**config.mk**
```make
export PLATFORM = sky130hd
export DESIGN_NAME = coap_message_deframer_flat
export DESIGN_NICKNAME = d
export VERILOG_FILES = /design/src/design/coap_dfr_pkg.sv /design/src/design/coap_dfr_if.sv /design/src/design/coap_dfr_in_reg.sv /design/src/design/coap_dfr_core.sv /design/src/design/coap_dfr_out_reg.sv /design/src/design/coap_message_deframer.sv /design/src/flat_wrapper.sv
export VERILOG_INCLUDE_DIRS = /design/src /design/src/design
export SDC_FILE = /design/constraint.sdc
export NUM_CORES = 1
export LEC_CHECK = 0
export ABC_AREA = 0
export BUFFER_PORTS_ARGS = -buffer_cell sky130_fd_sc_hd__buf_2
export CAP_MARGIN = 20
export CORE_MARGIN = 2
export CORE_UTILIZATION = 40
export DETAILED_ROUTE_END_ITERATION = 8
export PLACE_DENSITY = 0.69
export REMOVE_ABC_BUFFERS = 1
export SLEW_MARGIN = 20
export SYNTH_ARGS = -nofsm -noshare
export SYNTH_HDL_FRONTEND = slang
export SYNTH_SLANG_ARGS = --single-unit
```
**constraint.sdc**
```tcl
create_clock -name clk -period 5.8 [get_ports clk]
set_input_delay 0.58 -clock clk [delete_from_list [all_inputs] [get_ports clk]]
set_output_delay 0.58 -clock clk [all_outputs]
set_load 0.03 [all_outputs]
```
**src/design/coap_message_deframer_assert.svh**
```systemverilog
`ifndef COAP_MESSAGE_DEFRAMER_ASSERT_SVH
`define COAP_MESSAGE_DEFRAMER_ASSERT_SVH

// same-cycle implication, checked on clk while out of reset
`define COAP_DFR_ASSERT_NOW(label, ante, cons, msg) \
    label: assert property (@(posedge clk) disable iff (!rst_n) (ante) |-> (cons)) \
        else $error(msg);

// next-cycle implication
`define COAP_DFR_ASSERT_NEXT(label, ante, cons, msg) \
    label: assert property (@(posedge clk) disable iff (!rst_n) (ante) |=> (cons)) \
        else $error(msg);

`endif

```
**src/design/coap_dfr_pkg.sv**
```systemverilog
package coap_dfr_pkg;

    typedef enum logic [3:0] {
        PH_H0,
        PH_H1,
        PH_H2,
        PH_H3,
        PH_TOKEN,
        PH_OPT,
        PH_DEXT_A,
        PH_DEXT_B,
        PH_LEXT_A,
        PH_LEXT_B,
        PH_VALUE,
        PH_PAYLOAD
    } phase_t;

    typedef enum logic [2:0] {
        KIND_HDR_BYTE,
        KIND_HDR_DONE,
        KIND_TOKEN,
        KIND_OPT_DONE,
        KIND_OPT_VALUE,
        KIND_PAYLOAD,
        KIND_ERROR,
        KIND_MARKER
    } kind_t;

    typedef enum logic [2:0] {
        ERR_NONE,
        ERR_VERSION,
        ERR_SHORT,
        ERR_NIBBLE15,
        ERR_UNKNOWN_OPT,
        ERR_NO_MARKER
    } err_t;

    typedef enum logic [1:0] {
        EXT_NONE,
        EXT_ONE,
        EXT_TWO
    } ext_mode_t;

    localparam logic [1:0]  COAP_VERSION  = 2'b01;
    localparam logic [7:0]  PAYLOAD_MARK  = 8'hFF;
    localparam logic [3:0]  NIB_EXT_ONE   = 4'hD;
    localparam logic [3:0]  NIB_EXT_TWO   = 4'hE;
    localparam logic [3:0]  NIB_RESERVED  = 4'hF;
    localparam logic [16:0] EXT_ONE_BIAS  = 17'h0000D;
    localparam logic [16:0] EXT_TWO_BIAS  = 17'h0010D;

    typedef struct packed {
        logic [7:0] data_byte;
        logic       last_byte;
    } in_item_t;

    typedef struct packed {
        kind_t       element_kind;
        logic [1:0]  message_type;
        logic [3:0]  token_length;
        logic [7:0]  code_value;
        logic [15:0] msg_ident;
        logic [15:0] option_number;
        logic [16:0] option_length;
        logic [7:0]  out_byte;
        err_t        error_code;
        logic        message_end;
    } result_t;

    function automatic ext_mode_t ext_mode(input logic [3:0] nib);
        ext_mode_t m;
        m = EXT_NONE;
        if (nib == NIB_EXT_ONE)
        begin
            m = EXT_ONE;
        end
        else if (nib == NIB_EXT_TWO)
        begin
            m = EXT_TWO;
        end
        return m;
    endfunction

    // supported option numbers
    function automatic logic option_known(input logic [17:0] num);
        logic ok;
        case (num) inside
            18'd1, 18'd3, 18'd4, 18'd5, 18'd7, 18'd8, 18'd11, 18'd12,
            18'd15, 18'd17, 18'd20, 18'd35, 18'd39, 18'd60: ok = 1'b1;
            default: ok = 1'b0;
        endcase
        return ok;
    endfunction

endpackage

```
**src/design/coap_dfr_if.sv**
```systemverilog
interface coap_dfr_byte_if;
    logic       valid;
    logic       ready;
    logic [7:0] data_byte;
    logic       last_byte;

    modport source (output valid, output data_byte, output last_byte, input ready);
    modport sink (input valid, input data_byte, input last_byte, output ready);
endinterface

interface coap_dfr_elem_if;
    logic        valid;
    logic        ready;
    logic [2:0]  element_kind;
    logic [1:0]  message_type;
    logic [3:0]  token_length;
    logic [7:0]  code_value;
    logic [15:0] msg_ident;
    logic [15:0] option_number;
    logic [16:0] option_length;
    logic [7:0]  out_byte;
    logic [2:0]  error_code;
    logic        message_end;

    modport source (
        output valid, output element_kind, output message_type, output token_length,
        output code_value, output msg_ident, output option_number,
        output option_length, output out_byte, output error_code, output message_end,
        input ready
    );
    modport sink (
        input valid, input element_kind, input message_type, input token_length,
        input code_value, input msg_ident, input option_number,
        input option_length, input out_byte, input error_code, input message_end,
        output ready
    );
endinterface

```
**src/design/coap_dfr_in_reg.sv**
```systemverilog
module coap_dfr_in_reg (
    input  logic                  clk,
    input  logic                  rst_n,
    coap_dfr_byte_if.sink         byte_ch,
    input  logic                  advance,
    output logic                  item_valid,
    output coap_dfr_pkg::in_item_t item
);
    import coap_dfr_pkg::*;

    logic     valid_reg;
    in_item_t item_reg;

    // refill in the same cycle the held byte moves on
    assign byte_ch.ready = !valid_reg || advance;

    always_ff @(posedge clk or negedge rst_n)
    begin
        if (!rst_n)
        begin
            valid_reg <= 1'b0;
        end
        else if (byte_ch.ready)
        begin
            valid_reg <= byte_ch.valid;
        end
    end

    always_ff @(posedge clk)
    begin
        if (byte_ch.ready && byte_ch.valid)
        begin
            item_reg.data_byte <= byte_ch.data_byte;
            item_reg.last_byte <= byte_ch.last_byte;
        end
    end

    assign item_valid = valid_reg;
    assign item       = item_reg;

endmodule

```
**src/design/coap_dfr_core.sv**
```systemverilog
`include "coap_message_deframer_assert.svh"

module coap_dfr_core (
    input  logic                   clk,
    input  logic                   rst_n,
    input  logic                   step_en,
    input  coap_dfr_pkg::in_item_t item,
    output coap_dfr_pkg::result_t  result
);
    import coap_dfr_pkg::*;

    phase_t      phase_reg, phase_next;
    logic [31:0] header_reg, header_next;
    logic [16:0] left_reg, left_next;
    logic [15:0] prev_reg, prev_next;
    logic [16:0] pdelta_reg, pdelta_next;
    logic [16:0] plen_reg, plen_next;
    ext_mode_t   dmode_reg, dmode_next;
    ext_mode_t   lmode_reg, lmode_next;
    err_t        err_code_reg, err_code_next;
    logic        err_latched_reg, err_latched_next;

    logic [7:0]  b;
    logic [3:0]  dn;
    logic [3:0]  ln;
    logic [16:0] left_dec;
    logic [17:0] num_sum;
    logic        want_after_delta;
    logic        want_finish;
    kind_t       kind;
    logic [15:0] onum;
    logic [16:0] olen;
    logic [7:0]  ob;

    assign b        = item.data_byte;
    assign dn       = b[7:4];
    assign ln       = b[3:0];
    assign left_dec = left_reg - 17'd1;
    assign num_sum  = {2'b00, prev_reg} + {1'b0, pdelta_next};

    always_comb
    begin
        phase_next       = phase_reg;
        header_next      = header_reg;
        left_next        = left_reg;
        prev_next        = prev_reg;
        pdelta_next      = pdelta_reg;
        plen_next        = plen_reg;
        dmode_next       = dmode_reg;
        lmode_next       = lmode_reg;
        err_code_next    = err_code_reg;
        err_latched_next = err_latched_reg;
        want_after_delta = 1'b0;
        want_finish      = 1'b0;
        kind             = KIND_HDR_BYTE;
        onum             = '0;
        olen             = '0;
        ob               = '0;

        if (err_latched_reg)
        begin
            kind = KIND_ERROR;
        end
        else
        begin
            unique case (phase_reg)
                PH_H0:
                begin
                    header_next[31:24] = b;
                    if (b[7:6] != COAP_VERSION)
                    begin
                        err_latched_next = 1'b1;
                        err_code_next    = ERR_VERSION;
                        kind             = KIND_ERROR;
                    end
                    else
                    begin
                        phase_next = PH_H1;
                    end
                end
                PH_H1:
                begin
                    header_next[23:16] = b;
                    phase_next         = PH_H2;
                end
                PH_H2:
                begin
                    header_next[15:8] = b;
                    phase_next        = PH_H3;
                end
                PH_H3:
                begin
                    header_next[7:0] = b;
                    kind             = KIND_HDR_DONE;
                    if (header_reg[27:24] != 4'd0)
                    begin
                        left_next  = {13'd0, header_reg[27:24]};
                        phase_next = PH_TOKEN;
                    end
                    else
                    begin
                        phase_next = PH_OPT;
                    end
                end
                PH_TOKEN:
                begin
                    kind      = KIND_TOKEN;
                    ob        = b;
                    left_next = left_dec;
                    if (left_dec == 17'd0)
                    begin
                        phase_next = PH_OPT;
                    end
                end
                PH_OPT:
                begin
                    if (b == PAYLOAD_MARK)
                    begin
                        kind       = KIND_MARKER;
                        phase_next = PH_PAYLOAD;
                    end
                    else if (dn == NIB_RESERVED || ln == NIB_RESERVED)
                    begin
                        err_latched_next = 1'b1;
                        err_code_next    = ERR_NIBBLE15;
                        kind             = KIND_ERROR;
                    end
                    else
                    begin
                        pdelta_next = (dn < NIB_EXT_ONE) ? {13'd0, dn} : 17'd0;
                        plen_next   = (ln < NIB_EXT_ONE) ? {13'd0, ln} : 17'd0;
                        dmode_next  = ext_mode(dn);
                        lmode_next  = ext_mode(ln);
                        if (dmode_next != EXT_NONE)
                        begin
                            phase_next = PH_DEXT_A;
                        end
                        else
                        begin
                            want_after_delta = 1'b1;
                        end
                    end
                end
                PH_DEXT_A:
                begin
                    if (dmode_reg == EXT_ONE)
                    begin
                        pdelta_next      = {9'd0, b} + EXT_ONE_BIAS;
                        want_after_delta = 1'b1;
                    end
                    else
                    begin
                        pdelta_next = {1'b0, b, 8'd0};
                        phase_next  = PH_DEXT_B;
                    end
                end
                PH_DEXT_B:
                begin
                    pdelta_next      = {1'b0, pdelta_reg[15:8], b} + EXT_TWO_BIAS;
                    want_after_delta = 1'b1;
                end
                PH_LEXT_A:
                begin
                    if (lmode_reg == EXT_ONE)
                    begin
                        plen_next   = {9'd0, b} + EXT_ONE_BIAS;
                        want_finish = 1'b1;
                    end
                    else
                    begin
                        plen_next  = {1'b0, b, 8'd0};
                        phase_next = PH_LEXT_B;
                    end
                end
                PH_LEXT_B:
                begin
                    plen_next   = {1'b0, plen_reg[15:8], b} + EXT_TWO_BIAS;
                    want_finish = 1'b1;
                end
                PH_VALUE:
                begin
                    kind      = KIND_OPT_VALUE;
                    ob        = b;
                    onum      = prev_reg;
                    olen      = plen_reg;
                    left_next = left_dec;
                    if (left_dec == 17'd0)
                    begin
                        phase_next = PH_OPT;
                    end
                end
                PH_PAYLOAD:
                begin
                    kind = KIND_PAYLOAD;
                    ob   = b;
                end
                default:
                begin
                    err_latched_next = 1'b1;
                    err_code_next    = ERR_SHORT;
                    kind             = KIND_ERROR;
                end
            endcase

            // delta settled: length extension bytes still to come, or done
            if (want_after_delta)
            begin
                if (lmode_next != EXT_NONE)
                begin
                    phase_next = PH_LEXT_A;
                end
                else
                begin
                    want_finish = 1'b1;
                end
            end

            if (want_finish)
            begin
                if (!option_known(num_sum))
                begin
                    err_latched_next = 1'b1;
                    err_code_next    = ERR_UNKNOWN_OPT;
                    kind             = KIND_ERROR;
                end
                else
                begin
                    prev_next = num_sum[15:0];
                    onum      = num_sum[15:0];
                    olen      = plen_next;
                    kind      = KIND_OPT_DONE;
                    if (plen_next != 17'd0)
                    begin
                        left_next  = plen_next;
                        phase_next = PH_VALUE;
                    end
                    else
                    begin
                        phase_next = PH_OPT;
                    end
                end
            end

            // datagram ended before the payload
            if (item.last_byte && !err_latched_next && phase_next != PH_PAYLOAD)
            begin
                err_latched_next = 1'b1;
                err_code_next    = (phase_next == PH_OPT) ? ERR_NO_MARKER : ERR_SHORT;
                kind             = KIND_ERROR;
            end
        end

        result.element_kind  = kind;
        result.message_type  = header_next[29:28];
        result.token_length  = header_next[27:24];
        result.code_value    = header_next[23:16];
        result.msg_ident     = header_next[15:0];
        result.option_number = onum;
        result.option_length = olen;
        result.out_byte      = ob;
        result.error_code    = ERR_NONE;
        result.message_end   = item.last_byte;
        if (kind == KIND_ERROR)
        begin
            result.error_code    = err_code_next;
            result.option_number = '0;
            result.option_length = '0;
            result.out_byte      = '0;
        end

        // next datagram starts from scratch
        if (item.last_byte)
        begin
            phase_next       = PH_H0;
            header_next      = '0;
            left_next        = '0;
            prev_next        = '0;
            pdelta_next      = '0;
            plen_next        = '0;
            dmode_next       = EXT_NONE;
            lmode_next       = EXT_NONE;
            err_code_next    = ERR_NONE;
            err_latched_next = 1'b0;
        end
    end

    always_ff @(posedge clk or negedge rst_n)
    begin
        if (!rst_n)
        begin
            phase_reg       <= PH_H0;
            header_reg      <= '0;
            left_reg        <= '0;
            prev_reg        <= '0;
            pdelta_reg      <= '0;
            plen_reg        <= '0;
            dmode_reg       <= EXT_NONE;
            lmode_reg       <= EXT_NONE;
            err_code_reg    <= ERR_NONE;
            err_latched_reg <= 1'b0;
        end
        else if (step_en)
        begin
            phase_reg       <= phase_next;
            header_reg      <= header_next;
            left_reg        <= left_next;
            prev_reg        <= prev_next;
            pdelta_reg      <= pdelta_next;
            plen_reg        <= plen_next;
            dmode_reg       <= dmode_next;
            lmode_reg       <= lmode_next;
            err_code_reg    <= err_code_next;
            err_latched_reg <= err_latched_next;
        end
    end

    `COAP_DFR_ASSERT_NOW(a_err_has_code,
        step_en && result.element_kind == KIND_ERROR,
        result.error_code != ERR_NONE,
        "error result without an error code")
    `COAP_DFR_ASSERT_NOW(a_code_only_on_err,
        step_en && result.element_kind != KIND_ERROR,
        result.error_code == ERR_NONE,
        "error code on a non-error result")
    `COAP_DFR_ASSERT_NEXT(a_restart_after_last,
        step_en && item.last_byte,
        phase_reg == PH_H0 && !err_latched_reg && header_reg == 32'd0,
        "parser not back at the header after the final byte")
    `COAP_DFR_ASSERT_NEXT(a_error_sticks,
        err_latched_reg && !(step_en && item.last_byte),
        err_latched_reg && err_code_reg == $past(err_code_reg),
        "latched error dropped before the end of the datagram")

endmodule

```
**src/design/coap_dfr_out_reg.sv**
```systemverilog
module coap_dfr_out_reg (
    input  logic                  clk,
    input  logic                  rst_n,
    input  logic                  load,
    input  coap_dfr_pkg::result_t result_in,
    output logic                  can_load,
    coap_dfr_elem_if.source       elem_ch
);
    import coap_dfr_pkg::*;

    logic    valid_reg;
    result_t result_reg;

    // slot is free when empty or being drained this cycle
    assign can_load = !valid_reg || elem_ch.ready;

    always_ff @(posedge clk or negedge rst_n)
    begin
        if (!rst_n)
        begin
            valid_reg <= 1'b0;
        end
        else if (can_load)
        begin
            valid_reg <= load;
        end
    end

    always_ff @(posedge clk)
    begin
        if (load)
        begin
            result_reg <= result_in;
        end
    end

    assign elem_ch.valid         = valid_reg;
    assign elem_ch.element_kind  = result_reg.element_kind;
    assign elem_ch.message_type  = result_reg.message_type;
    assign elem_ch.token_length  = result_reg.token_length;
    assign elem_ch.code_value    = result_reg.code_value;
    assign elem_ch.msg_ident     = result_reg.msg_ident;
    assign elem_ch.option_number = result_reg.option_number;
    assign elem_ch.option_length = result_reg.option_length;
    assign elem_ch.out_byte      = result_reg.out_byte;
    assign elem_ch.error_code    = result_reg.error_code;
    assign elem_ch.message_end   = result_reg.message_end;

endmodule

```
**src/design/coap_message_deframer.sv**
```systemverilog
// CoAP datagram deframer, one byte in and one tagged element out per transaction.
// byte_ch (sink): data_byte plus last_byte, which marks the final byte of a datagram.
// elem_ch (source): element kind, header fields seen so far, current option number
// and length, the passed-through byte, an error code and message_end.
// Each byte is held in the input register; its element is then registered in the result
// register, which drives elem_ch.
// Throughput: one byte per cycle, sustained while elem_ch is ready; the per-byte parser
// state register updates once per byte, so the parser state loop sets the rate.
// When elem_ch stalls, the held result stays put and the input register still takes
// one more byte; byte_ch.ready drops only when both registers are full.
// Errors latch: every later byte of the same datagram reports the same error code.
// After the byte with last_byte set, the parser restarts for the next datagram.
// Reset: rst_n is asynchronous and active low; it empties both registers and puts
// the parser at the first header byte. No clearing pass, bytes are taken right away.
module coap_message_deframer (
    input  logic            clk,
    input  logic            rst_n,
    coap_dfr_byte_if.sink   byte_ch,
    coap_dfr_elem_if.source elem_ch
);
    import coap_dfr_pkg::*;

    logic     item_valid;
    in_item_t item;
    logic     can_load;
    logic     step_en;
    result_t  result;

    assign step_en = item_valid && can_load;

    coap_dfr_in_reg u_in_reg (
        .clk        (clk),
        .rst_n      (rst_n),
        .byte_ch    (byte_ch),
        .advance    (step_en),
        .item_valid (item_valid),
        .item       (item)
    );

    coap_dfr_core u_core (
        .clk     (clk),
        .rst_n   (rst_n),
        .step_en (step_en),
        .item    (item),
        .result  (result)
    );

    coap_dfr_out_reg u_out_reg (
        .clk       (clk),
        .rst_n     (rst_n),
        .load      (step_en),
        .result_in (result),
        .can_load  (can_load),
        .elem_ch   (elem_ch)
    );

endmodule
```
**src/flat_wrapper.sv**
```systemverilog
// flat-port wrapper written by rule: the top's interface ports become plain ports
module coap_message_deframer_flat import coap_dfr_pkg::*;
  (clk, rst_n, byte_ch_valid, byte_ch_data_byte, byte_ch_last_byte, byte_ch_ready, elem_ch_valid, elem_ch_element_kind, elem_ch_message_type, elem_ch_token_length, elem_ch_code_value, elem_ch_msg_ident, elem_ch_option_number, elem_ch_option_length, elem_ch_out_byte, elem_ch_error_code, elem_ch_message_end, elem_ch_ready);
  coap_dfr_byte_if byte_ch_i ();
  coap_dfr_elem_if elem_ch_i ();
  input  logic clk;
  input  logic rst_n;
  input wire logic [$bits(byte_ch_i.valid)-1:0] byte_ch_valid;
  input wire logic [$bits(byte_ch_i.data_byte)-1:0] byte_ch_data_byte;
  input wire logic [$bits(byte_ch_i.last_byte)-1:0] byte_ch_last_byte;
  output wire logic [$bits(byte_ch_i.ready)-1:0] byte_ch_ready;
  output wire logic [$bits(elem_ch_i.valid)-1:0] elem_ch_valid;
  output wire logic [$bits(elem_ch_i.element_kind)-1:0] elem_ch_element_kind;
  output wire logic [$bits(elem_ch_i.message_type)-1:0] elem_ch_message_type;
  output wire logic [$bits(elem_ch_i.token_length)-1:0] elem_ch_token_length;
  output wire logic [$bits(elem_ch_i.code_value)-1:0] elem_ch_code_value;
  output wire logic [$bits(elem_ch_i.msg_ident)-1:0] elem_ch_msg_ident;
  output wire logic [$bits(elem_ch_i.option_number)-1:0] elem_ch_option_number;
  output wire logic [$bits(elem_ch_i.option_length)-1:0] elem_ch_option_length;
  output wire logic [$bits(elem_ch_i.out_byte)-1:0] elem_ch_out_byte;
  output wire logic [$bits(elem_ch_i.error_code)-1:0] elem_ch_error_code;
  output wire logic [$bits(elem_ch_i.message_end)-1:0] elem_ch_message_end;
  input wire logic [$bits(elem_ch_i.ready)-1:0] elem_ch_ready;
  assign byte_ch_i.valid = byte_ch_valid;
  assign byte_ch_i.data_byte = byte_ch_data_byte;
  assign byte_ch_i.last_byte = byte_ch_last_byte;
  assign byte_ch_ready = byte_ch_i.ready;
  assign elem_ch_valid = elem_ch_i.valid;
  assign elem_ch_element_kind = elem_ch_i.element_kind;
  assign elem_ch_message_type = elem_ch_i.message_type;
  assign elem_ch_token_length = elem_ch_i.token_length;
  assign elem_ch_code_value = elem_ch_i.code_value;
  assign elem_ch_msg_ident = elem_ch_i.msg_ident;
  assign elem_ch_option_number = elem_ch_i.option_number;
  assign elem_ch_option_length = elem_ch_i.option_length;
  assign elem_ch_out_byte = elem_ch_i.out_byte;
  assign elem_ch_error_code = elem_ch_i.error_code;
  assign elem_ch_message_end = elem_ch_i.message_end;
  assign elem_ch_i.ready = elem_ch_ready;
  coap_message_deframer u_core (.clk(clk), .rst_n(rst_n), .byte_ch(byte_ch_i), .elem_ch(elem_ch_i));
endmodule
```
Yosys cells after proc, flatten, opt, wreduce, memory -nomap -nowiden:

Index checks and enable logic that the tools add are counted.

* add/sub/neg operators: 5
* order comparisons: 2
* equal/unequal tests: 41
* muxes and demuxes: 116
* bitwise gates (word level): 1
* reductions and logical operators: 29

Operator list (number)
* 2-to-1 mux 17 bit: 18
* 2-to-1 mux 16 bit: 9
* case mux 17 bit (3 select lines): 2
* equality test 18 x 4 -> 1 bit (second input constant): 4
* 2-to-1 mux 4 bit: 17
* 2-to-1 mux 30 bit: 2
* equality test 18 x 3 -> 1 bit (second input constant): 3
* equality test 18 x 6 -> 1 bit (second input constant): 3
* 2-to-1 mux 3 bit: 16
* equality test 4 bit (second input constant): 10
* 2-to-1 mux 2 bit: 19
* equality test 18 x 5 -> 1 bit (second input constant): 2
* adder 16 x 9 -> 17 bit (second input constant): 2
* case mux 17 bit (2 select lines): 1
* case mux 4 bit (8 select lines): 1
* 2-to-1 mux 8 bit: 3
* 2-to-1 mux 1 bit: 22
* case mux 3 bit (7 select lines): 1
* equality test 4 x 3 -> 1 bit (second input constant): 5
* adder 16 x 17 -> 18 bit: 1
* equality test 18 x 1 -> 1 bit (second input constant): 1
* equality test 18 x 2 -> 1 bit (second input constant): 1
* logical NOT 17 bit: 1
* nonzero test 17 bit: 1
* 29 further kinds: 49

* register bits: 198
* input bits: 13
* output and inout bits: 80
* logic and storage cells: 218

Depth between registers and ports, before layout:

* word-level depth: 27
* depth in mapped cells: 26

Cells and area by module:

From an unflattened synthesis, not the netlist that was laid out.

* cell total of the unflattened synthesis: 1185
* area, all modules: 11547.3 um2

Modules (own cells, without submodules)
* coap_dfr_core: times used 1, cells an instance 1090, area each 8827.2 um2, seq. area each 2727.6 um2
* coap_dfr_out_reg: times used 1, cells an instance 81, area each 2389.8 um2, seq. area each 2367.3 um2
* coap_dfr_in_reg: times used 1, cells an instance 13, area each 324.1 um2, seq. area each 295.3 um2
* coap_message_deframer: times used 1, cells an instance 1, area each 6.3 um2, seq. area each 0.0 um2

Worst setup path before layout:

Ideal clock, no wire load.

* path kind: register to register
* from: reg u_core.u_in_reg.item_reg, in the netlist u_core.u_in_reg.item[2]
* to: reg u_core.u_out_reg.result_reg, in the netlist u_core.u_out_reg.elem_ch.error_code[1] (data pin)
* arrival time: 5.390 ns
* slack: 0.154 ns
* cell stages (with the launch flop): 25
* path buffers: 2
* cells stage by stage: edfxtp_1 > ha_1 > clkbuf_1 > nand3_1 > inv_1 > ha_1 > and3b_1 > o211ai_1 > clkbuf_1 > a222oi_1 > nor2_1 > ha_1 > inv_1 > fa_1 > nand2b_1 > a211oi_1 > o21ai_0 > a21oi_1 > o22ai_1 > a31oi_4 > nor4_2 > or4_1 > a21oi_2 > a21oi_1 > a22o_1

* word-level cells in the longest chain between the ends: 22
* elaborated cells between the ends (all ways): 91
* those cells by class: add/sub: 4; order compare: 1; eq/ne: 21; mux: 58; reduce/logical: 7

RTL lines
* start, declared: line coap_dfr_in_reg.sv:12 `in_item_t item_reg;`
* equality test 4 bit: line coap_dfr_core.sv:122 `else if (dn == NIB_RESERVED || ln == NIB_RESERVED)`
* logical OR 1 bit: line coap_dfr_core.sv:122
* 2-to-1 mux 17 bit: line coap_dfr_core.sv:122
* 2-to-1 mux 17 bit (*): line coap_dfr_core.sv:117 `if (b == PAYLOAD_MARK)`
* case mux 17 bit (3 select lines) (*): line coap_dfr_core.sv:66 `unique case (phase_reg)`
* 2-to-1 mux 17 bit (*): line coap_dfr_core.sv:60 `if (err_latched_reg)`
* 2-to-1 mux 17 bit (*): line coap_dfr_core.sv:272 `if (item.last_byte)`
* net u_core.u_core.pdelta_next[0]: line coap_dfr_core.sv:16 `logic [16:0] pdelta_reg, pdelta_next;`
* adder 16 x 17 -> 18 bit (*): line coap_dfr_core.sv:39 `assign num_sum = {2'b00, prev_reg} + {1'b0, pdelta_next};`
* equality test 18 x 1 -> 1 bit, or another cell as far along: line coap_dfr_core.sv:220 `if (!option_known(num_sum))`
* OR reduction 14 bit (*): line coap_dfr_pkg.sv:87 `case (num) inside`
* 2-to-1 mux 1 bit (*): line coap_dfr_pkg.sv:87
* 2-to-1 mux 1 bit (*): line coap_dfr_core.sv:218 `if (want_finish)`
* 2-to-1 mux 1 bit (*): line coap_dfr_core.sv:60
* parallel branches: the longest is 9 deep, another holds 2-to-1 mux 4 bit
* end signal, assigned: line coap_dfr_out_reg.sv:33 `result_reg <= result_in;`
* end, declared: line coap_dfr_out_reg.sv:12 `result_t result_reg;`

Mark *: on every way through the listed nets, which the timed path passes. The select of a mux whose other input is x is not followed.
A chain may end at the register's enable or synchronous reset.

Worst setup path after layout:

* from: reg u_core.u_in_reg.item_reg, in the netlist u_core.u_in_reg.item[2]
* to: reg u_core.u_out_reg.result_reg, in the netlist u_core.u_out_reg.elem_ch.option_length[13] (data pin)

* word-level cells in the longest chain between the ends: 23
* elaborated cells between the ends (all ways): 85
* those cells by class: add/sub: 4; order compare: 1; eq/ne: 20; mux: 52; reduce/logical: 8

RTL lines (line)
* equality test 4 bit: coap_dfr_core.sv:122
* logical OR 1 bit: coap_dfr_core.sv:122
* 2-to-1 mux 17 bit: coap_dfr_core.sv:122
* 2-to-1 mux 17 bit (*): coap_dfr_core.sv:117
* case mux 17 bit (3 select lines) (*): coap_dfr_core.sv:66
* 2-to-1 mux 17 bit (*): coap_dfr_core.sv:60
* 2-to-1 mux 17 bit (*): coap_dfr_core.sv:272
* net u_core.u_core.pdelta_next[0]: coap_dfr_core.sv:16
* adder 16 x 17 -> 18 bit (*): coap_dfr_core.sv:39
* equality test 18 x 1 -> 1 bit, or another cell as far along: coap_dfr_core.sv:220
* OR reduction 14 bit (*): coap_dfr_pkg.sv:87
* 2-to-1 mux 1 bit (*): coap_dfr_pkg.sv:87
* 2-to-1 mux 1 bit (*): coap_dfr_core.sv:218
* 2-to-1 mux 1 bit (*): coap_dfr_core.sv:60
* parallel branches: the longest is 10 deep, another holds 2-to-1 mux 4 bit

Marks and branches as above.

==> run summary <==
post-DP HPWL: 21.1 mm
period utilisation layout: 95.6%
Hold Vio Cnt, Final: 0
post-route antenna net violation count: 0
DP Area: 12100 um2
Worst VDD drop: 0.000200 V
post-synthesis average cell area: 9.80 um2
Crit-path slowest cell: or4b_1
DRT Pass-1 Iters: 6
gr ovfl total: 0
# rows: 61
Via density: 5.83
number of flip-flops in the largest register: 30
I/O pin count: 93
Crit path largest cell delay: 0.50 ns
Seq/Total Area, Yosys: 48.1%
flop2flop setup slack: 0.26 ns
Yosys cell types: 93
Core Area: 27700 um2
fraction of layout instances using a drive strength above 1: 19.7%
R2R cell count: 25
adder-cell share of the synthesized area: 2.86%
final instance area: 12900 um2
Synth area leaders: dfrtp_1 25%, edfxtp_1 23%, a22o_1 5.2%, nand2_1 4.8%, a21oi_1 3.7%
Synth Area in Compound Gates: 21.5%
Ys Warns: 0
antenna violations before repair: 0
Post-CTS Hold Buffers: 0
Worst Hold Class: in -> async
CTS tree: yes
status: completed
Setup CP Type: reg -> reg
Synth top area share: 24.8%
r2r startpoint: u_core.u_in_reg.item[2]$_DFFE_PP_
PnR worst setup slack: 0.257 ns
vias in the first global route: 8999
Final Hold Slack: 0.163 ns
fmax: 180 MHz
GR Util All Layers: 21.2%
Slew @ Worst Pin: 0.884 ns
Reg-to-Reg End: u_core.u_out_reg.elem_ch.option_length[13]$_SDFFCE_PP0P_
Die Height: 171 um
Final Max Tran Viols: 0
deepest clock path buffer count: 2
layout net count: 1257
Slew Limit Headroom: 41.1%
Num CTS Buffers: 17
xor/xnor cell area share of the yosys netlist: 2.03%
global-route wire length before repair: 48.9 mm
Post-synth EDFFs: 87
Worst-Skew Late Latency: 0.44 ns
routability cong.: 0.955
Main synth FF type: dfrtp_1
Critical Path RT: 6.06 ns
CTS sink cnt: 198
worst slack at placement: 0.0948 ns
CTS H-Tree Depth: 4
Cells after Synth: 1144
Placed Cells incl. Taps: 1571
post-synthesis mux area share: 2.79%
Total Power: 3440 uW
Worst EP arrival: 5.81 ns
#FFs+latches synth: 198
WL/cell: 19.4 um
final setup fails: 0
asr flop ratio synth: 56.1%
CP startpoint: u_core.u_in_reg.item[2]$_DFFE_PP_
Die Wd: 171 um
crit-path max FO: 14
Synth Cell Area: 11200 um2
die area: 29400 um2
CP startpoint kind: flip-flop
# DRC: 0
post-synthesis simple-gate area fraction: 18.8%
Clock transition at path regs: 0.08 ns
Worst setup EP type: flip-flop
Port-buffer cells: 92
leakage power: 0.00542 uW
Worst Clk Skew: 0.0133 ns
area grow syn2layout: 15.0%
Initial Utilization: 40.5%
crit path time final: 5.54 ns
DR vias: 9394
largest family of logic cells by synthesized area: compound AO/OA/AOI/OAI gates
most frequent cells in the layout: 144 x nand2_1, 111 x dfrtp_1, 91 x buf_2
commonest non-fill, non-tap cell in the layout: nand2_1
Iter 0 DRT Violations: 1054
Non-Filler Instances: 1610
diode count: 0
Root Buffer: clkbuf_16
max-cap violations: 0
largest net degree at the start of global routing: 66
FILL cells: 2566
Yosys top cell by area: dfrtp_1
wirelength, routed: 31.3 mm
PwrDens: 267 nW/um2
## per-stage QoR
stage / utilization (%) / setup TNS [ns]
2_1_floorplan: - / -40.86
3_5_place_dp: 43.7 / 0
3_3_place_gp: 43.7 / 0
5_1_grt: 46.6 / -0.248
4_1_cts: 46.0 / 0
6_report: 46.6 / 0
## per-layer routing
metal  part of all wire [%]  global-route usage, %
met4                    2.4                   7.30
met3                    6.6                   3.57
met2                     47                   33.7
met1                     44                   29.4
met5                      0                      0
## logic make-up (layout without fill, tap and decap cells)
group                      Yosys count  after routing
buffers and inverters              104            192
and+or+nand+nor                    420            420
muxes                               28             28
DFF                                198            198
AOI/OAI and AO/OA                  343            343
adders and majority gates           25             25
xor gates and xnor gates            26             26
## worst max-delay path: cells and delay by family, from the launching register on
kind	cells	cell delay, ns
and+or+nand+nor	9	1.95
DFF	1	0.41
AOI/OAI and AO/OA	7	1.32
adders and majority gates	4	1.11
xor gates and xnor gates	1	0.12
buffers and inverters	4	0.45
## area by class of cell
cell class | instances | area [um2] | share of cell area (%)
Timing Repair Buffer | 132 | 801 | 6.21
Sequential cell | 198 | 5390 | 41.8
Tap cell | 378 | 473 | 3.67
Inverter | 28 | 108 | 0.834
Multi-Input combinational cell | 842 | 5490 | 42.6
Clock inverter | 15 | 211 | 1.64
Clock buffer | 17 | 425 | 3.30
## what timing repair did
item,4_1_cts,5_1_grt
gates resized for setup,0,22
endpoints found under the setup margin,0,87
setup buffers,0,6
## how the worst max path moves through the flow
stage	to	slack (ns)
2_1_floorplan	u_core.u_core.left_reg[0]$_DFFE_PN0P_	-0.88
3_3_place_gp	u_core.u_out_reg.elem_ch.option_number[13]$_SDFFCE_PP0P_	0.27
3_5_place_dp	u_core.u_out_reg.elem_ch.option_number[10]$_SDFFCE_PP0P_	0.09
4_1_cts	u_core.u_out_reg.elem_ch.option_number[14]$_SDFFCE_PP0P_	0.007
5_1_grt	u_core.u_out_reg.elem_ch.option_length[12]$_SDFFCE_PP0P_	-0.03
6_report	u_core.u_out_reg.elem_ch.option_length[13]$_SDFFCE_PP0P_	0.26
## Yosys cell counts, types with 26 or more instances
master	number
inv_1	26
edfxtp_1	87
nor2_1	85
dfrtp_1	111
o21ai_0	80
a22o_1	66
nand3_1	26
mux2_2	26
nor3_1	26
nand2_1	144
a21oi_1	84
clkbuf_1	55
## where the power goes
part	internal, uW	switching [uW]
Clock	665	605
Combinational	170	403
Sequential	1550	46.7
Total	2390	1050
No activity file was read; power rests on OpenSTA's default activity.
